[config.mk]
export PLATFORM = sky130hd
export DESIGN_NAME = rbst_axis_prep
export DESIGN_NICKNAME = d
export VERILOG_FILES = /design/src/rtl/core/ray_box_slab_test_unit_defines.svh /design/src/rtl/core/rbst_pkg.sv /design/src/rtl/core/rbst_axis_prep.sv
export SDC_FILE = /design/constraint.sdc
export NUM_CORES = 1
export LEC_CHECK = 0
export ABC_AREA = 1
export CAP_MARGIN = 20
export CORE_MARGIN = 1.5
export CORE_UTILIZATION = 65
export DETAILED_ROUTE_END_ITERATION = 12
export DONT_BUFFER_PORTS = 1
export PLACE_DENSITY = 0.83
export SLEW_MARGIN = 20
export SYNTH_ARGS = -nofsm -noshare
export SYNTH_HDL_FRONTEND = slang
export SYNTH_SLANG_ARGS = --single-unit
[constraint.sdc]
create_clock -name clk -period 2.8 [get_ports clk]
set_clock_uncertainty 0.2 [all_clocks]
set_input_delay 0 -clock clk [delete_from_list [all_inputs] [get_ports clk]]
set_output_delay 0 -clock clk [all_outputs]
set_load 0.1 [all_outputs]
[src/rtl/core/ray_box_slab_test_unit_defines.svh]
// ----------------------------------------------------------------------------
// Assertion macros for the ray/box slab test unit
// Property forms for the concurrent checks in ray_box_slab_test_unit.sv.
// ----------------------------------------------------------------------------
`ifndef RAY_BOX_SLAB_TEST_UNIT_DEFINES_SVH
`define RAY_BOX_SLAB_TEST_UNIT_DEFINES_SVH

// The consequent must hold in the same cycle as the antecedent.
`define RBST_ASSERT_SAME(label, clk, rst_n, ante, cons) \
  label: assert property (@(posedge clk) disable iff (!rst_n) (ante) |-> (cons)) \
    else $error("rbst check failed (same cycle)");

// The consequent must hold in the cycle after the antecedent.
`define RBST_ASSERT_NEXT(label, clk, rst_n, ante, cons) \
  label: assert property (@(posedge clk) disable iff (!rst_n) (ante) |=> (cons)) \
    else $error("rbst check failed (next cycle)");

`endif

[src/rtl/core/rbst_pkg.sv]
// ----------------------------------------------------------------------------
// rbst_pkg
// Shared constants and control types of the ray/box slab test pipeline.
// ----------------------------------------------------------------------------
package rbst_pkg;

  localparam int NUM_AXES = 3;
  localparam int AXIS_X   = 0;
  localparam int AXIS_Y   = 1;
  localparam int AXIS_Z   = 2;

  // Per-stage control: en lets the stage register load, vld marks the
  // incoming data as a real transaction rather than a bubble.
  typedef struct packed {
    logic en;
    logic vld;
  } stage_ctl_t;

endpackage

[src/rtl/core/rbst_axis_prep.sv]
// ----------------------------------------------------------------------------
// rbst_axis_prep
// Stage 1 for one axis: picks near/far planes by the inverse sign and
// subtracts the ray origin from each.
// ----------------------------------------------------------------------------
module rbst_axis_prep #(
  parameter int COORD_WIDTH = 32
) (
  input  logic                          clk,
  input  rbst_pkg::stage_ctl_t          ctl,
  input  logic signed [COORD_WIDTH-1:0] plane_lo,
  input  logic signed [COORD_WIDTH-1:0] plane_hi,
  input  logic signed [COORD_WIDTH-1:0] origin,
  input  logic signed [COORD_WIDTH-1:0] inv,
  output logic signed [COORD_WIDTH:0]   near_d_r,
  output logic signed [COORD_WIDTH:0]   far_d_r,
  output logic signed [COORD_WIDTH-1:0] inv_r
);
  import rbst_pkg::*;

  localparam int DW = COORD_WIDTH + 1;

  logic                          inv_neg;
  logic signed [COORD_WIDTH-1:0] near_plane;
  logic signed [COORD_WIDTH-1:0] far_plane;
  logic signed [COORD_WIDTH:0]   near_d_nxt;
  logic signed [COORD_WIDTH:0]   far_d_nxt;

  // A negative inverse swaps the slab planes; zero counts as positive.
  assign inv_neg    = inv[COORD_WIDTH-1];
  assign near_plane = inv_neg ? plane_hi : plane_lo;
  assign far_plane  = inv_neg ? plane_lo : plane_hi;
  assign near_d_nxt = DW'(near_plane) - DW'(origin);
  assign far_d_nxt  = DW'(far_plane) - DW'(origin);

  always_ff @(posedge clk) begin
    if (ctl.en && ctl.vld) begin
      near_d_r <= near_d_nxt;
      far_d_r  <= far_d_nxt;
      inv_r    <= inv;
    end
  end

endmodule

# --- Word-level counts from Yosys, hierarchy flattened ---
# Cells that the tools add are included.
classes:
  n_reduce_logical: 1
  n_addsub: 2
  muxes: 2
op_table:
  columns: ["cell", "count"]
  rows:
  - ["$sub A32 B32 Y33", 2]
  - ["$mux W32", 2]
  - ["$logic_and A1 B1 Y1", 1]
totals:
  regBits: 98
  input_bits: 131
  wordCells: 8
  output_inout_bits: 98

# --- Logic depth before layout (Yosys ltp) ---
# Gate-level depths: netlist of the first run.
depth:
  word_depth: 2
  mapped_depth: 17
  mapped_depth_nobuf: 16

# --- Worst setup path after synthesis of the first run ---
# OpenSTA, ideal clock, no wires.
synth_path:
  path_type: "input -> register"
  from: "input ctl[1] in the netlist's numbering"
  to: "register far_d_r[0], enable pin"
  stages: 2
  setup_time_ps: 451
  path_buffers: 0
  slack_ps: 219
  t_arrival_ps: 1930
  cell_sequence: "nand2_1 -> inv_1"
synth_via:
  elab_chain_cells: 1
synth_rtl:
  columns: ["element", "line_no", "source"]
  rows:
  - ["start, declared", "rbst_axis_prep.sv:10", "input rbst_pkg::stage_ctl_t ctl,"]
  - ["$logic_and A1 B1 Y1", "rbst_axis_prep.sv:37", "if (ctl.en && ctl.vld) begin"]
  - ["end signal, assigned", "rbst_axis_prep.sv:39", "far_d_r <= far_d_nxt;"]
  - ["end, declared", "rbst_axis_prep.sv:16", "output logic signed [COORD_WIDTH:0] far_d_r,"]
# Every way passes these cells.
# A chain may end at the register's enable or synchronous reset.

# --- Worst setup path after layout of the first run ---
layout_path:
  from: "input inv[31]"
  to: "register far_d_r[32] (data pin)"
layout_via:
  elab_chain_cells: 2
layout_rtl:
  columns: ["element", "line_no", "source"]
  rows:
  - ["start, declared", "rbst_axis_prep.sv:14", "input logic signed [COORD_WIDTH-1:0] inv,"]
  - ["$mux W32", "rbst_axis_prep.sv:32", "assign far_plane = inv_neg ? plane_lo : plane_hi;"]
  - ["$sub A32 B32 Y33", "rbst_axis_prep.sv:34", "assign far_d_nxt = DW'(far_plane) - DW'(origin);"]
  - ["named net far_d_nxt[32]", "rbst_axis_prep.sv:27", "logic signed [COORD_WIDTH:0] far_d_nxt;"]
# The timed path passes the listed nets, and every way through them passes these cells.

==> results.py, run 1 <==
metrics = {
    "sta": {
        "max_slew_margin": 0.324,
        "fmax_ghz": 0.432,
        "finalSetupTns_ns": 0,
        "max_slew.worst_pin.slew_ns": 1.02,
        "setup_viol": 0,
        "slew_violations": 0,
        "fin_crit_ns": 2.31,
        "period_share": 0.826,
        "rsz0062_at_grt": "false",
        "hold_ws_ns": -0.00191,
        "hold_viol_final": 2,
    },
    "status": {
        "status": "complete, but fails checks",
        "violations": "hold timing",
    },
    "grt": {
        "grt_pass1_wl_um": 39600,
        "grt_start_max_net_pins": 126,
        "grt_pass1_vias": 7901,
        "grt_overflow": 0,
        "antenna_found_initial": 0,
        "track_usage": 0.363,
    },
    "synth": {
        "ys.flop_type": "edfxtp_1",
        "ys_types": 24,
        "synth.net_count": 1553,
        "synth_top_family_by_area": "simple AND/OR/NAND/NOR gates",
        "synth_top_area_frac": 0.338,
        "yosys-mux-area-fraction": 0,
        "synthCells": 1356,
        "synth_edf_count": 98,
        "synth-compound-area-share": 0.0652,
        "synth_common_cells": "nand2_1 (528), inv_1 (317), nor2_1 (113)",
        "synth-xor-area-share": 0.0302,
        "yosysSeqAreaShare": 0.338,
        "yosysTopAreaCell": "edfxtp_1",
        "synth-simple-area-share": 0.326,
        "avgSynthCellArea_um2": 6.43,
        "yosysWarnings": 0,
        "synth_area_um2": 8710,
        "synth_fa_ha_area_frac": 0.0965,
        "synth_seq_cells": 98,
        "yosysMostFrequentCell": "nand2_1",
        "synthTopCellsByArea": "edfxtp_1 (34%), nand2_1 (23%), inv_1 (14%)",
        "async_flop_share": 0,
    },
    "setup_path": {
        "critPathRequiredTime_ns": 2.72,
        "cp_common_cell": "nand2_1",
        "arrival_ns": 2.24,
        "critPathKind": "input port to flip-flop",
        "cp_max_fo": 125,
        "end_kind": "flip-flop",
        "critPathLaunchType": "input port",
        "crit_chain": "dlygate4sd3_1 > nand2_1 > o21ai_0 > ha_1 > fa_1 > inv_1 > nand2_1 > nand2_1 > nand3_1 > nand2_2 > nand2_1 > nand2_2 > nand2_1 > nand3_1 > nand2_1",
        "critPathSlowestCell": "dlygate4sd3_1",
        "cpPeakStageDelay_ns": 0.60,
    },
    "cts": {
        "cts_root_buffer": "clkbuf_16",
        "clkSinkCount": 98,
        "cts_tree": "built",
        "cts_buffers": 9,
        "cts_setup_buffers": 0,
        "ctsHtreeMaxLevel": 3,
        "clkTransAtPathRegs_ns": 0.08,
        "cts_buffer_depth": 2,
    },
    "floorplan": {
        "rows": 42,
        "die-area_um2": 14100,
        "fp.dieW_um": 119,
        "core_area_um2": 13100,
        "pin_count": 229,
        "die_h_um": 119,
        "start_util": 0.663,
    },
    "power_and_ir_drop": {
        "power_density_nw_per_um2": 603,
        "leakagePower_nw": 5.52,
        "irDropWorstVdd_v": 0.000392,
        "finalPower_mw": 5.83,
    },
    "cells_and_area": {
        "fin_nets": 1597,
        "utilization": 0.736,
        "area_growth_pct": 11.0,
        "filler_cell_count": 1064,
        "num_antenna_cells": 0,
        "final_area_um2": 9670,
        "fin_cells": 1581,
        "drive_above_1_share": 0.0263,
    },
    "job": {
        "drv_cap": 0,
    },
    "placed_design": {
        "place_area_um2": 8890,
        "hpwl_um": 19500,
        "place_congestion": 0.952,
        "io_buffers": 0,
        "post-place-cells": 1518,
    },
    "route": {
        "wirelength_um": 25300,
        "drtAntennaViolNets": 0,
        "drt_iter0_drc": 830,
        "post_drt_wl_per_cell_um": 16.0,
        "dr.pass1.iters": 8,
        "drcViolationCount": 0,
        "via_count": 8492,
        "routed_via_density": 5.37,
    },
    "worst_hold_path": {
        "hp-class": "input port to flip-flop",
    },
}
## worst max-delay path: cells and delay by family
kind	cells	cell delay, ns
and+or+nand+nor	10	0.77
buffers and inverters	2	0.71
adders and majority gates	2	0.67
AOI/OAI and AO/OA	1	0.08
## worst paths after layout
kind	startpoint	to	slack [ns]	depth (start not counted)
setup / recovery	inv[31]	far_d_r[32]$_DFFE_PP_	0.49	15
hold / removal	origin[11]	far_d_r[11]$_DFFE_PP_	-0.002	3
## through the flow
step,hold WS (ns),setup WS (ns)
2_1_floorplan,-0.101,0.219
5_1_grt,0.0167,0.315
3_5_place_dp,-0.101,0.635
4_1_cts,0.000692,0.512
3_3_place_gp,-0.101,0.788
6_report,-0.00191,0.486
## final cells by class
cell class,count,area [um^2],share of cell area
Clock buffer,9,225,0.0233
Clock inverter,7,81.3,0.00841
Inverter,317,1190,0.123
Multi-Input combinational cell,925,4510,0.467
Sequential cell,98,2940,0.304
Tap cell,176,220,0.0228
Timing Repair Buffer,49,498,0.0515
## routing by layer
layer,share of wire,vias up,GRT usage
met3,0.095,76,0.0676
met5,0,-,0
met1,0.41,3704,0.475
li1,-,4212,-
met2,0.46,500,0.605
met4,0.033,0,0.127
## layout by cell type, fill, tap and decap left out, drive strengths merged, types with 4 or more instances in the layout
cell         instances
a21oi               73
and2                 4
clkbuf               9
dlygate4sd3         47
edfxtp              98
ha                  64
inv                321
nand2              542
nand3               46
nand4                8
nor2               113
nor3                 4
o21ai               33
xnor2                4
xor2                26
## what timing repair did
action	CTS	global route
resized for setup	0	0
hold buffers	47	0
endpoints found under the hold margin	48	0
endpoints found under the setup margin	0	0
## flip-flops by register name, summed over array words and instances, names as in the netlist
signal / count
far_d_r: 33
near_d_r: 33
inv_r: 32
## report_power, final
group          switching (mW)  internal, mW
clock network           0.638         0.712
logic                    1.00         0.531
registers                1.10          1.85
total                    2.74          3.09
## kinds of logic after synthesis
| family | after synthesis |
|---|---|
| simple gates | 719 |
| buf+inv | 333 |
| compound gates | 110 |
| fa+ha+maj | 66 |
| xor+xnor | 30 |
| flops | 98 |
(Power assumes the default switching activity.)
==> inputs of run 2 (changes only) <==
CORE_UTILIZATION = 59   (was 65)
PLACE_DENSITY = 0.8   (was 0.83)
clock period = 1.9 ns   (was 2.8 ns; I/O delays follow)
==> run 2 against run 1 <==
The flow now finishes without violations. Hold slack gained 0.0057 ns. Non-clock buffer count is 131 higher. Design area increased by 11%.
==> results.py, run 2 (synthesis gave the netlist of run 1 again) <==
metrics = {
    "setup_path": {
        "critPathKind": "input port to flip-flop",
        "arrival_ns": 1.67,
        "end_kind": "flip-flop",
        "critPathLaunchType": "input port",
        "cp_max_fo": 47,
        "critPathRequiredTime_ns": 1.75,
    },
    "floorplan": {
        "rows": 44,
        "pin_count": 229,
        "fp.dieW_um": 125,
        "die_h_um": 125,
        "die-area_um2": 15500,
        "core_area_um2": 14500,
        "start_util": 0.602,
    },
    "cts": {
        "cts_root_buffer": "clkbuf_16",
        "clkSinkCount": 98,
        "cts_setup_buffers": 0,
        "cts_tree": "built",
        "cts_buffer_depth": 2,
        "ctsHtreeMaxLevel": 3,
        "clkTransAtPathRegs_ns": 0.08,
        "cts_buffers": 9,
    },
    "sta": {
        "hold_viol_final": 0,
        "rsz0062_at_grt": "true",
        "fin_crit_ns": 1.82,
        "max_slew_margin": 0.571,
        "setup_viol": 0,
        "period_share": 0.956,
        "max_slew.worst_pin.slew_ns": 0.643,
        "fmax_ghz": 0.550,
        "slew_violations": 0,
    },
    "cells_and_area": {
        "final_cell_mix": "nand2_1 (526), inv_1 (314), buf_4 (130)",
        "utilization": 0.739,
        "fin_nets": 1728,
        "layout_commonest_cell": "nand2_1",
        "drive_above_1_share": 0.114,
        "num_antenna_cells": 0,
        "area_growth_pct": 22.8,
        "reg.largest.list": "far_d_r x33, near_d_r x33, inv_r x32",
    },
    "route": {
        "post_drt_wl_per_cell_um": 15.3,
        "wirelength_um": 26400,
        "via_count": 8849,
        "drcViolationCount": 0,
        "drtAntennaViolNets": 0,
        "drt_iter0_drc": 731,
        "routed_via_density": 5.14,
        "dr.pass1.iters": 8,
    },
    "placed_design": {
        "hpwl_um": 20200,
        "io_buffers": 0,
        "place_congestion": 0.999,
    },
    "worst_hold_path": {
        "hp-class": "input port to flip-flop",
        "whs_path_depth": 4,
    },
    "job": {
        "drv_cap": 0,
    },
    "power_and_ir_drop": {
        "finalPower_mw": 9.00,
        "irDropWorstVdd_v": 0.000586,
        "power_density_nw_per_um2": 841,
        "leakagePower_nw": 6.14,
    },
    "grt": {
        "track_usage": 0.344,
        "grt_pass1_vias": 8387,
        "antenna_found_initial": 0,
        "grt_pass1_wl_um": 42200,
        "grt_overflow": 0,
        "grt_start_max_net_pins": 130,
    },
    "status": {
        "status": "complete, no violations",
    },
}
==> run 2: timing repair <==
action	in CTS	in global routing
endpoints found under the setup margin	0	3
hold endpoints to repair	94	0
resized for setup	0	2
hold buffers	49	0
==> run 2: cell type report <==
type / count / area, um^2
multi-input cells: 925 / 4550
fillers: 1180 / 3780
flip-flops and latches: 98 / 2940
repair buffers: 180 / 1490
inverters: 317 / 1190
well taps: 184 / 230
clock buffers: 9 / 225
clock inverters: 7 / 75.1
==> run 2: report_power, final <==
part | total [mW] | switching (mW) | internal [mW]
Clock | 1.95 | 0.912 | 1.03
Combinational | 4.27 | 3.11 | 1.16
Sequential | 2.78 | 0.0798 | 2.70
==> run 2: path summary, 6_finish.rpt <==
| path | from | endpoint |
|---|---|---|
| setup / recovery | ctl[0] | far_d_r[28]$_DFFE_PP_ |
| hold / removal | origin[21] | far_d_r[21]$_DFFE_PP_ |
==> run 2: worst max-delay path, stage by stage <==
cell and delay, ns:
dlygate4sd3_1 0.63, nand2_8 0.06, clkinvlp_4 0.06, dlygate4sd3_1 0.59
buf_12 0.26
==> run 2: metal layers <==
| layer | routed length, um | track usage |
|---|---|---|
| met1 | 11200 | 0.442 |
| met2 | 12400 | 0.590 |
| met3 | 2010 | 0.0546 |
| met4 | 695 | 0.118 |
| met5 | 0 | 0 |
==> run 2: through the flow <==
step / instances / hold slack [ns] / setup TNS (ns) / worst slack (ns) / cell area [um^2]
after floorplan: 1356 / -0.101 / -16.34 / -0.157 / 8820
final: 1720 / 0.00378 / 0 / 0.0834 / 10700
after global placement: 1655 / -0.101 / -0.379 / -0.177 / 9900
after CTS: 1720 / 0.00133 / 0 / 0.104 / 10700
after detailed placement: 1655 / -0.101 / -0.913 / -0.147 / 9900
after global routing: 1720 / 0.0335 / -0.0126 / -0.0106 / 10700
==> inputs of run 3 (changes only) <==
CORE_UTILIZATION = 65   (was 59)
PLACE_DENSITY = 0.83   (was 0.8)
clock period = 2.1 ns   (was 1.9 ns; I/O delays follow)
==> run 3 against run 2 <==
Sequential share of layout area rose by 0.66 points. Non-clock buffer count fell by 36. Via count rose by 2.3%. Critical path depth rose by 8. Largest cell class unchanged. Largest power group unchanged. Highest routed layer unchanged.
==> results.py, run 3 (synthesis gave the netlist of run 1 again) <==
metrics = {
    "status": {
        "status": "complete, no violations",
    },
    "cts": {
        "clkTransAtPathRegs_ns": 0.07,
        "cts_root_buffer": "clkbuf_16",
        "cts_tree": "built",
        "cts_buffers": 9,
        "cts_buffer_depth": 2,
        "clkSinkCount": 98,
        "ctsHtreeMaxLevel": 3,
    },
    "setup_path": {
        "cp_common_cell": "nand2_2",
        "crit_cells": 13,
        "critPathLaunchType": "input port",
        "crit_chain": "dlygate4sd3_1 > ha_2 > fa_2 > inv_2 > nand2_1 > nand2_1 > nand3_1 > nand2_2 > nand2_2 > nand2_2 > nand2_2 > nand3_1 > nand2_2",
        "cp_max_fo": 3,
        "critPathSlowestCell": "dlygate4sd3_1",
        "cpPeakStageDelay_ns": 0.54,
        "critPathRequiredTime_ns": 2.01,
        "crit_buf_inv": 2,
        "arrival_ns": 2.01,
        "end_kind": "flip-flop",
        "crit_end": "near_d_r[20]$_DFFE_PP_",
        "critPathKind": "input port to flip-flop",
        "critical-path-top-delay-family": "simple AND/OR/NAND/NOR gates",
        "cp-startpoint": "origin[0]",
    },
    "sta": {
        "max_slew_margin": 0.668,
        "setup_viol": 0,
        "period_share": 0.999,
        "fmax_ghz": 0.477,
        "max_slew.worst_pin.slew_ns": 0.493,
        "hold_viol_final": 0,
        "slew_violations": 0,
        "fin_crit_ns": 2.10,
    },
    "placed_design": {
        "place_congestion": 1.01,
        "io_buffers": 0,
        "hpwl_um": 20000,
        "post-place-cells": 1616,
    },
    "job": {
        "drv_cap": 0,
    },
    "floorplan": {
        "rows": 42,
        "fp.dieW_um": 119,
        "die_h_um": 119,
        "pin_count": 229,
        "die-area_um2": 14100,
        "core_area_um2": 13100,
        "start_util": 0.663,
    },
    "cells_and_area": {
        "layout_commonest_cell": "nand2_1",
        "fin_nets": 1692,
        "fin_cells": 1675,
        "reg.largest.list": "far_d_r x33, near_d_r x33, inv_r x32",
        "area_growth_pct": 19.9,
        "filler_cell_count": 968,
        "drive_above_1_share": 0.103,
        "utilization": 0.796,
        "num_antenna_cells": 0,
        "final_cell_mix": "nand2_1 (522), inv_1 (315), nor2_1 (109)",
    },
    "grt": {
        "grt_start_max_net_pins": 130,
        "track_usage": 0.379,
        "grt_pass1_wl_um": 41400,
        "antenna_found_initial": 0,
        "grt_pass1_vias": 8221,
        "grt_overflow": 0,
    },
    "route": {
        "routed_via_density": 5.40,
        "wirelength_um": 26900,
        "drt_iter0_drc": 1043,
        "drtAntennaViolNets": 0,
        "post_drt_wl_per_cell_um": 16.1,
        "via_count": 9049,
        "dr.pass1.iters": 6,
        "drcViolationCount": 0,
    },
    "power_and_ir_drop": {
        "finalPower_mw": 8.12,
        "irDropWorstVdd_v": 0.000591,
        "leakagePower_nw": 5.98,
        "power_density_nw_per_um2": 777,
    },
    "worst_hold_path": {
        "hp-class": "input port to flip-flop",
    },
}
==> run 3: final cells by class <==
type	count	area (um^2)	share of cell area
Timing Repair Buffer	144	1210	0.116
Tap cell	176	220	0.0211
Clock buffer	9	225	0.0215
Multi-Input combinational cell	925	4570	0.437
Inverter	317	1190	0.114
Clock inverter	6	87.6	0.00838
Sequential cell	98	2940	0.282
==> run 3: worst min-delay path by stage <==
stage,from,endpoint,slack [ns],cells past startpoint
final,ctl[0],inv_r[9]$_DFFE_PP_,0.003,3
after global routing,ctl[0],inv_r[9]$_DFFE_PP_,0.03,3
after CTS,ctl[0],inv_r[11]$_DFFE_PP_,0.002,3
after detailed placement,inv[17],inv_r[17]$_DFFE_PP_,-0.10,0
after global placement,inv[21],inv_r[21]$_DFFE_PP_,-0.10,0
after floorplan,inv[0],inv_r[0]$_DFFE_PP_,-0.10,0
==> run 3: repair_timing <==
action | CTS | global route
setup endpoints to repair | 0 | 15
buffers inserted | 0 | 2
endpoints found under the hold margin | 45 | 0
hold buffers | 42 | 0
gates resized for setup | 0 | 18
==> run 3: metal layers <==
| metal | share of wire | up-vias | track usage |
|---|---|---|---|
| met3 | 0.10 | 103 | 0.0772 |
| li1 | - | 4391 | - |
| met1 | 0.39 | 3953 | 0.481 |
| met2 | 0.46 | 602 | 0.636 |
| met4 | 0.045 | 0 | 0.148 |
| met5 | 0 | - | 0 |
==> run 3: metrics by stage <==
step | cell area [um^2] | setup slack [ns] | hold WS [ns] | TNS, ns
CTS | 10400 | 0.0265 | 0.00178 | 0
global placement | 9650 | 0.0791 | -0.101 | 0
floorplan | 8750 | -0.00812 | -0.101 | -0.0306
finish | 10500 | 0.00244 | 0.00269 | 0
detailed placement | 9650 | 0.0279 | -0.101 | 0
global route | 10500 | -0.0675 | 0.0279 | -0.232
==> run 3: power by group <==
| group | internal [mW] | switching, mW |
|---|---|---|
| registers | 2.45 | 0.0774 |
| logic | 0.948 | 2.84 |
| clock network | 1.04 | 0.772 |
