===== src/rtl/core/ray_box_slab_test_unit_defines.svh =====
// ----------------------------------------------------------------------------
// Assertion macros for the ray/box slab test unit
// Property forms for the concurrent checks in ray_box_slab_test_unit.sv.
// ----------------------------------------------------------------------------
`ifndef RAY_BOX_SLAB_TEST_UNIT_DEFINES_SVH
`define RAY_BOX_SLAB_TEST_UNIT_DEFINES_SVH

// The consequent must hold in the same cycle as the antecedent.
`define RBST_ASSERT_SAME(label, clk, rst_n, ante, cons) \
  label: assert property (@(posedge clk) disable iff (!rst_n) (ante) |-> (cons)) \
    else $error("rbst check failed (same cycle)");

// The consequent must hold in the cycle after the antecedent.
`define RBST_ASSERT_NEXT(label, clk, rst_n, ante, cons) \
  label: assert property (@(posedge clk) disable iff (!rst_n) (ante) |=> (cons)) \
    else $error("rbst check failed (next cycle)");

`endif


===== src/rtl/core/rbst_pkg.sv =====
// ----------------------------------------------------------------------------
// rbst_pkg
// Shared constants and control types of the ray/box slab test pipeline.
// ----------------------------------------------------------------------------
package rbst_pkg;

  localparam int NUM_AXES = 3;
  localparam int AXIS_X   = 0;
  localparam int AXIS_Y   = 1;
  localparam int AXIS_Z   = 2;

  // Per-stage control: en lets the stage register load, vld marks the
  // incoming data as a real transaction rather than a bubble.
  typedef struct packed {
    logic en;
    logic vld;
  } stage_ctl_t;

endpackage


===== src/rtl/core/rbst_overlap.sv =====
// ----------------------------------------------------------------------------
// rbst_overlap
// Stages 3 and 4: intersects the x and y intervals, then tests z against
// the result and registers the hit flag.
// ----------------------------------------------------------------------------
module rbst_overlap #(
  parameter int COORD_WIDTH = 32
) (
  input  logic                          clk,
  input  rbst_pkg::stage_ctl_t          ctl_xy,
  input  rbst_pkg::stage_ctl_t          ctl_z,
  input  logic signed [2*COORD_WIDTH:0] tn_x,
  input  logic signed [2*COORD_WIDTH:0] tf_x,
  input  logic signed [2*COORD_WIDTH:0] tn_y,
  input  logic signed [2*COORD_WIDTH:0] tf_y,
  input  logic signed [2*COORD_WIDTH:0] tn_z,
  input  logic signed [2*COORD_WIDTH:0] tf_z,
  output logic                          hit_r
);
  import rbst_pkg::*;

  localparam int TW = 2 * COORD_WIDTH + 1;

  logic signed [TW-1:0] tmin_nxt, tmax_nxt;
  logic                 reject_nxt;
  logic signed [TW-1:0] tmin_r, tmax_r, tn_z_r, tf_z_r;
  logic                 reject_r;
  logic                 hit_nxt;

  // Only strictly separated intervals are rejected.
  assign reject_nxt = (tn_x > tf_y) || (tn_y > tf_x);
  assign tmin_nxt   = (tn_y > tn_x) ? tn_y : tn_x;
  assign tmax_nxt   = (tf_x > tf_y) ? tf_y : tf_x;

  always_ff @(posedge clk) begin
    if (ctl_xy.en && ctl_xy.vld) begin
      tmin_r   <= tmin_nxt;
      tmax_r   <= tmax_nxt;
      tn_z_r   <= tn_z;
      tf_z_r   <= tf_z;
      reject_r <= reject_nxt;
    end
  end

  assign hit_nxt = !reject_r && !(tmin_r > tf_z_r) && !(tn_z_r > tmax_r);

  always_ff @(posedge clk) begin
    if (ctl_z.en && ctl_z.vld) begin
      hit_r <= hit_nxt;
    end
  end

endmodule


===== config.mk =====
export PLATFORM = sky130hd
export DESIGN_NAME = rbst_overlap
export DESIGN_NICKNAME = d
export VERILOG_FILES = /design/src/rtl/core/ray_box_slab_test_unit_defines.svh /design/src/rtl/core/rbst_pkg.sv /design/src/rtl/core/rbst_overlap.sv
export SDC_FILE = /design/constraint.sdc
export NUM_CORES = 1
export LEC_CHECK = 0
export BUFFER_PORTS_ARGS = -buffer_cell sky130_fd_sc_hd__buf_2
export CORE_UTILIZATION = 53
export CTS_BUF_LIST = sky130_fd_sc_hd__clkbuf_4 sky130_fd_sc_hd__clkbuf_8
export CTS_CLUSTER_DIAMETER = 30
export DETAILED_ROUTE_END_ITERATION = 10
export HOLD_SLACK_MARGIN = 0.05
export PLACE_DENSITY = 0.8
export SLEW_MARGIN = 5
export SYNTH_ARGS = -nofsm -noshare
export SYNTH_HDL_FRONTEND = slang
export SYNTH_SLANG_ARGS = --single-unit

===== constraint.sdc =====
create_clock -name clk -period 7.24 [get_ports clk]
set_clock_uncertainty 0.05 [all_clocks]
set_input_delay 0.362 -clock clk [delete_from_list [all_inputs] [get_ports clk]]
set_output_delay 0.362 -clock clk [all_outputs]
set_load 0.005 [all_outputs]

==> Word-level counts from Yosys, hierarchy flattened <==
Cells that the tools add are included.
{ "word_totals": {"rom_bits": 0, "ram_bits": 0, "n_memories": 0, "out_inout_bits": 1, "latchBits": 0, "reg_bits": 262, "elab_cells": 22} }
{ "op_classes": {"add_sub_neg": 0, "n_eq_ne": 0, "n_bitwise": 0, "n_reduce_logical": 8, "div": 0, "order_cmp": 6, "shift": 0, "n_mux": 2, "mul": 0} }
{ "op_table": {"columns": ["cell", "n"], "rows": [
  ["$gt 65x65->1", 6],
  ["$mux 65", 2],
  ["$logic_and 1x1->1", 4],
  ["$logic_not 1->1", 3],
  ["$logic_or 1x1->1", 1]
]} }

==> Depth between registers and ports, before layout <==
Gate-level depths: netlist of the first run.
{ "depth": {"ltp_word": 4, "mapped_depth": 12, "ltp_nobuf": 10} }

==> Worst setup path before layout of the first run <==
OpenSTA, ideal clock, no wires.
{ "synth_path": {"path_type": "input-to-reg", "startpoint": "input port ctl_xy[0] (netlist name)", "endpoint": "register reject_r (enable)", "t_required_ns": 6.536, "arrival_ns": 6.259, "path_slack_ns": 0.277, "path_stages": 1, "cell_sequence": "and2_1"} }
{ "synth_via": {"elab_chain_cells": 1} }
{ "synth_rtl": {"columns": ["element", "line_no", "text"], "rows": [
  ["from (decl)", "rbst_overlap.sv:10", "input rbst_pkg::stage_ctl_t ctl_xy,"],
  ["$logic_and 1x1->1", "rbst_overlap.sv:36", "if (ctl_xy.en && ctl_xy.vld) begin"],
  ["to (signal assigned)", "rbst_overlap.sv:41", "reject_r <= reject_nxt;"],
  ["to (decl)", "rbst_overlap.sv:27", "logic reject_r;"]
]} }
No other way between the ends.
A chain may end at the register's enable or synchronous reset.

==> Final worst setup path of the first run <==
{ "layout_path": {"startpoint": "input port tn_y[31]", "endpoint": "register tmin_r[17], data pin"} }
{ "layout_via": {"elab_chain_cells": 2} }
{ "layout_rtl": {"columns": ["element", "line_no", "text"], "rows": [
  ["from (decl)", "rbst_overlap.sv:14", "input logic signed [2*COORD_WIDTH:0] tn_y,"],
  ["$gt 65x65->1", "rbst_overlap.sv:32", "assign tmin_nxt = (tn_y > tn_x) ? tn_y : tn_x;"],
  ["$mux 65", "rbst_overlap.sv:32", null],
  ["via tmin_nxt[17]", "rbst_overlap.sv:24", "logic signed [TW-1:0] tmin_nxt, tmax_nxt;"],
  ["to (signal assigned)", "rbst_overlap.sv:37", "tmin_r <= tmin_nxt;"],
  ["to (decl)", "rbst_overlap.sv:26", "logic signed [TW-1:0] tmin_r, tmax_r, tn_z_r, tf_z_r;"]
]} }
The timed path passes the listed nets, and every way through them passes these cells.

==> insert_results.sql, run 1 <==
INSERT INTO impl_metrics (metric_group, metric, value, unit) VALUES
('cells_and_area', 'p_r_area_growth_vs_syn', '28.9', '%'),
('synthesis', 'ys_seq_elements', '262', ''),
('placed_design', 'routability_cong', '0.999', ''),
('clocking', 'num_cts_buffers', '67', ''),
('drt', 'routed_wire_length_per_instance', '21.1', 'um'),
('grt', 'global_route.overflow_total', '0', ''),
('sta', 'max_freq', '187', 'MHz'),
('drt', 'detail_route.wirelength', '66.6', 'mm'),
('sta', 'timing_max_transition_violations_final', '0', ''),
('grt', 'grt_first_pass_wirelength', '98.8', 'mm'),
('die', 'placement_row_count', '71', ''),
('clocking', 'insertion_delay', '0.62', 'ns'),
('grt', 'antenna_found_initial', '14', ''),
('power', 'power_per_standard_cell_area', '196', 'mW/mm2'),
('power', 'ir_worst_vdd', '0.195', 'mV'),
('die', 'core_area', '0.0376', 'mm2'),
('die', 'fp.dieH', '197', 'um'),
('power', 'p_leak', '12.9', 'nW'),
('synthesis', 'seq_area_frac_synth', '38.9', '%'),
('clocking', 'cts.htree.levels', '3', ''),
('synthesis', 'synth_warnings', '0', ''),
('sta', 'worst_slew_pin_slew', '1.13', 'ns'),
('power', 'reg_power_share', '36.8', '%'),
('setup_path', 'path_class', 'in -> reg', ''),
('synthesis', 'yosysTopAreaCellShare', '38.9', '%'),
('setup_path', 'worstPathArrival', '5.63', 'ns'),
('min_path', 'min_path_type', 'in -> reg', ''),
('placed_design', 'place_hpwl', '50.3', 'mm'),
('sta', 'timing_hold_violations_final', '0', ''),
('cells_and_area', 'final_nets', '3360', ''),
('synthesis', 'synthMostInstantiatedCell', 'ha_1', ''),
('cells_and_area', 'combined_area_of_the_multi_input_logic_cells', '0.0109', 'mm2'),
('synthesis', 'synthesis.nets', '2740', ''),
('run', 'cap_violations', '0', ''),
('drt', 'drc', '0', ''),
('clocking', 'cts_root_buffer', 'clkbuf_8', ''),
('grt', 'grt_max_degree', '93', ''),
('grt', 'globalRouteTotalUtil', '33.8', '%'),
('clocking', 'cts_tree', 'yes', ''),
('synthesis', 'synth_cells', '1955', ''),
('cells_and_area', 'ff_latch_area', '0.00787', 'mm2'),
('die', 'floorplan.initialDensity', '53.8', '%'),
('sta', 'setup_repair_after_global_routing_missed_its_margin', 'no', ''),
('drt', 'detailedRoute.firstPassIterationCount', '5', ''),
('power', 'p_int', '3.61', 'mW'),
('clocking', 'postCtsResizedCells', '0', ''),
('clocking', 'cts.repair_timing.setup_buffer_count', '0', ''),
('sta', 'layout_min_cycle_time', '5.34', 'ns'),
('clocking', 'cts_hold_repair.buffers', '190', ''),
('die', 'design.die.area', '0.0389', 'mm2'),
('die', 'die_w', '197', 'um'),
('setup_path', 'worst_ep_required_time', '7.53', 'ns'),
('power', 'net-switching-power', '1.50', 'mW'),
('synthesis', 'synth.avg_cell_area', '10.3', 'um2'),
('sta', 'worst_hold_slack', '0.0801', 'ns'),
('synthesis', 'ys.flop_type', 'edfxtp_1', ''),
('drt', 'ant_nets', '0', ''),
('synthesis', 'synth-edff-count', '262', ''),
('drt', 'vias', '18000', ''),
('cells_and_area', 'nFillCells', '2732', ''),
('drt', 'detailed_route_iter0_violations', '1370', ''),
('power', 'power.switching_fraction', '29.3', '%'),
('sta', 'slew_headroom', '23.7', '%'),
('synthesis', 'netlist_top_cells_count', 'ha_1, inv_1, edfxtp_1', ''),
('power', 'power_frac_clock', '38.8', '%'),
('setup_path', 'crit_path_end_kind', 'flip-flop', ''),
('sta', 'report.final.setup_viol', '0', ''),
('power', 'share_comb_of_total_power', '24.4', '%'),
('synthesis', 'synth_area_leaders', 'edfxtp_1, ha_1, inv_1', ''),
('clocking', 'path_clk_slew', '0.05', 'ns'),
('placed_design', 'io_buffers', '395', ''),
('grt', 'vias_in_the_first_global_route', '18100', ''),
('sta', 'setup-tns-final', '0', 'ns'),
('synthesis', 'post-synth-top-area-cell', 'edfxtp_1', ''),
('setup_path', 'critical_path.startpoint_type', 'primary input', ''),
('drt', 'viasPerCell', '5.71', ''),
('synthesis', 'syn-cell-area', '0.0202', 'mm2'),
('sta', 'fin_crit_sh', '73.7', '%'),
('cells_and_area', 'layout_cell_share_with_drive_strength_beyond_1', '22.4', '%'),
('synthesis', 'synthArstFlopShare', '0', '%'),
('setup_path', 'highest_net_fanout_along_the_worst_path', '44', ''),
('synthesis', 'yosysUniqueCellTypes', '54', ''),
('run_status', 'status', 'finished, final reports clean', ''),
('die', 'design.portCount', '396', ''),
('clocking', 'clkSinkCount', '262', ''),
('clocking', 'clock_tree.buffer_depth', '3', '');
## worst paths after layout
| check | from | to | slack [ns] | cells past startpoint |
|---|---|---|---|---|
| hold / removal | tn_x[8] | tmin_r[8] | 0.08 | 2 |
| setup / recovery | tn_y[31] | tmin_r[17] | 1.90 | 13 |
| hold reg to reg | tn_z_r[63] | hit_r | 0.92 | 4 |
| setup reg to reg | tn_z_r[15] | hit_r | 3.97 | 9 |
## critical path, stage by stage
cell and delay [ns]:
dlygate4sd3_1 0.54, buf_2 0.16, ha_1 0.31, nand4_1 0.22
nor4_1 0.96, nand4_1 0.35, o221ai_1 0.30, a21oi_1 0.09
o21ai_0 0.11, mux2_2 0.54, buf_4 0.63, mux2_2 0.42
dlygate4sd3_1 0.57
## final cells by class
class | instances | share of cell area [%]
diodes | 18 | 0.173
clock buffers | 77 | 3.87
clock inverters | 39 | 1.57
inverters | 333 | 4.80
multi-input cells | 1317 | 41.8
flip-flops and latches | 262 | 30.2
well taps | 511 | 2.45
repair buffers | 594 | 15.1
## layout by cell type (no fill, tap or decap), types with 18 or more instances in the layout
cell type	n
a211oi_1	73
a21o_1	90
a21oi_1	190
buf_2	395
clkbuf_8	69
diode_2	18
dlygate4sd3_1	190
edfxtp_1	262
ha_1	389
inv_1	333
mux2_2	66
mux2i_1	66
nand2_1	74
nand3_1	24
nand4_1	72
nor2_1	96
nor4_1	18
o21ai_0	51
## power by group through the flow
stage / Combinational (mW) / Clock (mW) / Sequential (mW)
2_1_floorplan: 0.724 / 0 / 1.90
3_3_place_gp: 1.07 / 0 / 1.90
3_5_place_dp: 1.11 / 0 / 1.90
4_1_cts: 1.22 / 2.01 / 1.88
5_1_grt: 1.37 / 2.07 / 1.88
6_report: 1.25 / 1.98 / 1.88
## cells by family (layout without fill, tap and decap cells)
logic type / Yosys count / after routing / share of synthesized area (%)
multiplexers: 132 / 132 / 6.94
buffers and inverters: 376 / 1043 / 7.42
adder cells (fa/ha/maj): 390 / 390 / 24.1
AND/OR/NAND/NOR: 334 / 334 / 8.27
AO/OA/AOI/OAI: 461 / 461 / 14.3
other: 0 / 18 / 0
flip-flops: 262 / 262 / 38.9
## per-stage QoR
| step | total power, mW | cell area, um2 | cells | utilization, % | worst slack, ns |
|---|---|---|---|---|---|
| floorplan | 2.62 | 20200 | 1955 | - | 0.277 |
| global placement | 2.97 | 22700 | 2827 | 60.4 | 2.58 |
| detailed placement | 3.01 | 22700 | 2827 | 60.4 | 2.46 |
| CTS | 5.10 | 26000 | 3133 | 69.2 | 2.07 |
| global route | 5.33 | 26000 | 3144 | 69.3 | 1.83 |
| finish | 5.10 | 26100 | 3151 | 69.3 | 1.90 |
## metal layers
layer,global-route usage [%],routed length [um],vias up
met2,54.2,30200,853
met5,0,0,-
li1,-,-,8533
met1,42.9,27700,8387
met3,7.12,5180,217
met4,17.8,3530,0
## registers in the layout, indices dropped and copies added, names as in the netlist
signal and flops:
tf_z_r 65, tmax_r 65, tmin_r 65, tn_z_r 65, hit_r 1, reject_r 1
Note: power is estimated with default switching activity, not from simulation.
==> inputs of run 2 (changes only) <==
--- a/config.mk
+++ b/config.mk
@@ -6,7 +6,7 @@
 export NUM_CORES = 1
 export LEC_CHECK = 0
 export BUFFER_PORTS_ARGS = -buffer_cell sky130_fd_sc_hd__buf_2
-export CORE_UTILIZATION = 53
+export CORE_UTILIZATION = 55
 export CTS_BUF_LIST = sky130_fd_sc_hd__clkbuf_4 sky130_fd_sc_hd__clkbuf_8
 export CTS_CLUSTER_DIAMETER = 30
 export DETAILED_ROUTE_END_ITERATION = 10
==> constraint.sdc (replaced) <==
create_clock -name clk -period 5.2 [get_ports clk]
set_clock_uncertainty 0.05 [all_clocks]
set_input_delay 0.26 -clock clk [delete_from_list [all_inputs] [get_ports clk]]
set_output_delay 0.26 -clock clk [all_outputs]
set_load 0.005 [all_outputs]
==> insert_results.sql, run 2 (synthesis gave the netlist of run 1 again) <==
INSERT INTO impl_metrics (metric_group, metric, value, unit) VALUES
('run_status', 'status', 'finished, final reports clean', ''),
('drt', 'routed_wire_length_per_instance', '22.6', 'um'),
('min_path', 'holdPathStages', '3', ''),
('die', 'placement_row_count', '69', ''),
('setup_path', 'worstPathArrival', '5.26', 'ns'),
('power', 'power_frac_clock', '39.1', '%'),
('grt', 'globalRouteTotalUtil', '40.1', '%'),
('power', 'total_power', '7.67', 'mW'),
('setup_path', 'r2r_setup_slack', '1.61', 'ns'),
('clocking', 'num_cts_buffers', '69', ''),
('setup_path', 'crit_path_end_kind', 'flip-flop', ''),
('sta', 'report.final.setup_viol', '0', ''),
('power', 'power.switching_fraction', '30.3', '%'),
('clocking', 'clkSinkCount', '262', ''),
('sta', 'timing_max_transition_violations_final', '0', ''),
('grt', 'grt_first_pass_wirelength', '115', 'mm'),
('die', 'floorplan.initialDensity', '56.4', '%'),
('min_path', 'hold-path-endpoint', 'tmax_r[64]', ''),
('drt', 'detailed_route_iter0_violations', '1999', ''),
('die', 'fp.dieH', '194', 'um'),
('grt', 'antenna_found_initial', '32', ''),
('sta', 'max_freq', '203', 'MHz'),
('clocking', 'cts.repair_timing.setup_buffer_count', '0', ''),
('power', 'reg_power_share', '34.2', '%'),
('power', 'power_per_standard_cell_area', '270', 'mW/mm2'),
('power', 'p_leak', '13.8', 'nW'),
('clocking', 'cts_root_buffer', 'clkbuf_8', ''),
('clocking', 'path_clk_slew', '0.05', 'ns'),
('grt', 'grt_max_degree', '124', ''),
('drt', 'detailedRoute.firstPassIterationCount', '7', ''),
('die', 'core_area', '0.0358', 'mm2'),
('drt', 'drc', '0', ''),
('drt', 'viasPerCell', '5.99', ''),
('setup_path', 'highest_net_fanout_along_the_worst_path', '66', ''),
('setup_path', 'worst_ep_required_time', '5.53', 'ns'),
('sta', 'setup-tns-final', '0', 'ns'),
('clocking', 'clock_tree.buffer_depth', '3', ''),
('min_path', 'min-delay-start', 'tf_x[64]', ''),
('grt', 'vias_in_the_first_global_route', '20800', ''),
('sta', 'setup_repair_after_global_routing_missed_its_margin', 'no', ''),
('sta', 'layout_min_cycle_time', '4.93', 'ns'),
('clocking', 'insertion_delay', '0.64', 'ns'),
('cells_and_area', 'p_r_area_growth_vs_syn', '40.6', '%'),
('drt', 'detail_route.wirelength', '75.6', 'mm'),
('setup_path', 'critical_path.startpoint_type', 'primary input', ''),
('drt', 'vias', '20000', ''),
('setup_path', 'timing.rr.start', 'tmin_r[2]', ''),
('cells_and_area', 'final_nets', '3583', ''),
('min_path', 'min_path_type', 'in -> reg', ''),
('drt', 'ant_nets', '0', ''),
('sta', 'timing_hold_violations_final', '0', ''),
('power', 'p_int', '5.34', 'mW'),
('cells_and_area', 'final_common_cell', 'dlygate4sd3_1', ''),
('die', 'die_w', '194', 'um'),
('cells_and_area', 'layout.cells.most_common_list', 'dlygate4sd3_1, buf_2, ha_1, inv_1, edfxtp_1', ''),
('grt', 'global_route.overflow_total', '0', ''),
('cells_and_area', 'layout_cell_share_with_drive_strength_beyond_1', '21.1', '%'),
('die', 'design.die.area', '0.0375', 'mm2'),
('placed_design', 'routability_cong', '0.989', ''),
('power', 'net-switching-power', '2.32', 'mW'),
('placed_design', 'place_hpwl', '49.7', 'mm'),
('sta', 'worst_slew_pin_slew', '1.11', 'ns'),
('clocking', 'cts_tree', 'yes', ''),
('sta', 'fin_crit_sh', '94.8', '%'),
('setup_path', 'path_class', 'in -> reg', ''),
('placed_design', 'io_buffers', '395', ''),
('sta', 'slew_headroom', '26.0', '%'),
('setup_path', 'regToRegEndpoint', 'hit_r', ''),
('power', 'ir_worst_vdd', '0.253', 'mV'),
('die', 'design.portCount', '396', ''),
('setup_path', 'r2r_cell_count', '9', ''),
('run', 'cap_violations', '0', ''),
('power', 'share_comb_of_total_power', '26.7', '%'),
('clocking', 'cts.htree.levels', '3', '');
[run 2: cell types whose count changed in the layout (fill, tap and decap cells not counted), sizes merged]
| cell | delta |
|---|---|
| inv | +5 |
| dlygate4sd3 | +219 |
| diode | +15 |
| clkinvlp | +2 |
| bufinv | +1 |
| clkbuf | +3 |
| clkinv | -2 |
| o22ai | +1 |
| buf | +1 |
[run 2: critical path, stage by stage]
cell and delay [ns]:
dlygate4sd3_1 0.52, buf_2 0.13, inv_1 0.08, ha_1 0.33, nand4_1 0.21, nor4_1 0.62, nand2_1 0.15, o211ai_1 0.22
a221o_4 0.28, buf_4 0.59, buf_4 0.70, nor2_1 0.12, a211oi_1 0.30, a21oi_1 0.09, dlygate4sd3_1 0.62
[run 2: per-stage QoR]
step / setup WS (ns) / area, um2 / utilization, % / std cells / hold WS, ns
6_report: 0.270 / 28400 / 79.3 / 3346 / 0.0805
5_1_grt: 0.0732 / 28400 / 79.3 / 3341 / 0.0532
3_3_place_gp: 0.945 / 22700 / 63.3 / 2778 / 0.386
4_1_cts: 0.00448 / 28300 / 79.0 / 3312 / 0.0530
2_1_floorplan: 1.23 / 20200 / - / 1955 / 0.309
3_5_place_dp: 0.870 / 22700 / 63.3 / 2778 / 0.388
[run 2: routing by layer]
| layer | vias up | global-route usage (%) | wire length (um) |
|---|---|---|---|
| li1 | 8975 | - | - |
| met1 | 9380 | 48.2 | 28700 |
| met2 | 1312 | 63.6 | 34400 |
| met3 | 358 | 10.9 | 7580 |
| met4 | 4 | 25.1 | 4820 |
| met5 | - | 3.07 | 27 |
[run 2: worst max path at each step]
stage	startpoint	to	depth (start not counted)
6_report	tf_y[12]	tmax_r[43]	15
2_1_floorplan	ctl_xy[1]	reject_r	1
4_1_cts	tf_y[41]	tmax_r[43]	14
3_5_place_dp	tf_y[58]	tmax_r[47]	10
3_3_place_gp	tf_y[58]	tmax_r[44]	10
5_1_grt	tf_y[28]	tmax_r[43]	15
[run 2: power by group through the flow]
stage	logic, mW	clock network [mW]	registers, mW
floorplan	1.01	0	2.63
global placement	1.47	0	2.65
global route	2.22	3.12	2.63
CTS	1.91	2.99	2.61
finish	2.04	3.00	2.62
detailed placement	1.53	0	2.65
[run 2: final cells by class]
cell class,instances,area (um2)
diodes,33,82.6
clock buffers,80,1030
clock inverters,45,512
fillers,2082,7420
inverters,333,1250
multi-input cells,1318,10900
flip-flops and latches,262,7870
well taps,461,577
repair buffers,814,6180
[run 2: what timing repair did]
action                                 4_1_cts  5_1_grt
endpoints found under the hold margin      258        0
setup endpoints to repair                    0        3
gates resized for setup                      0        3
hold buffers                               409        0
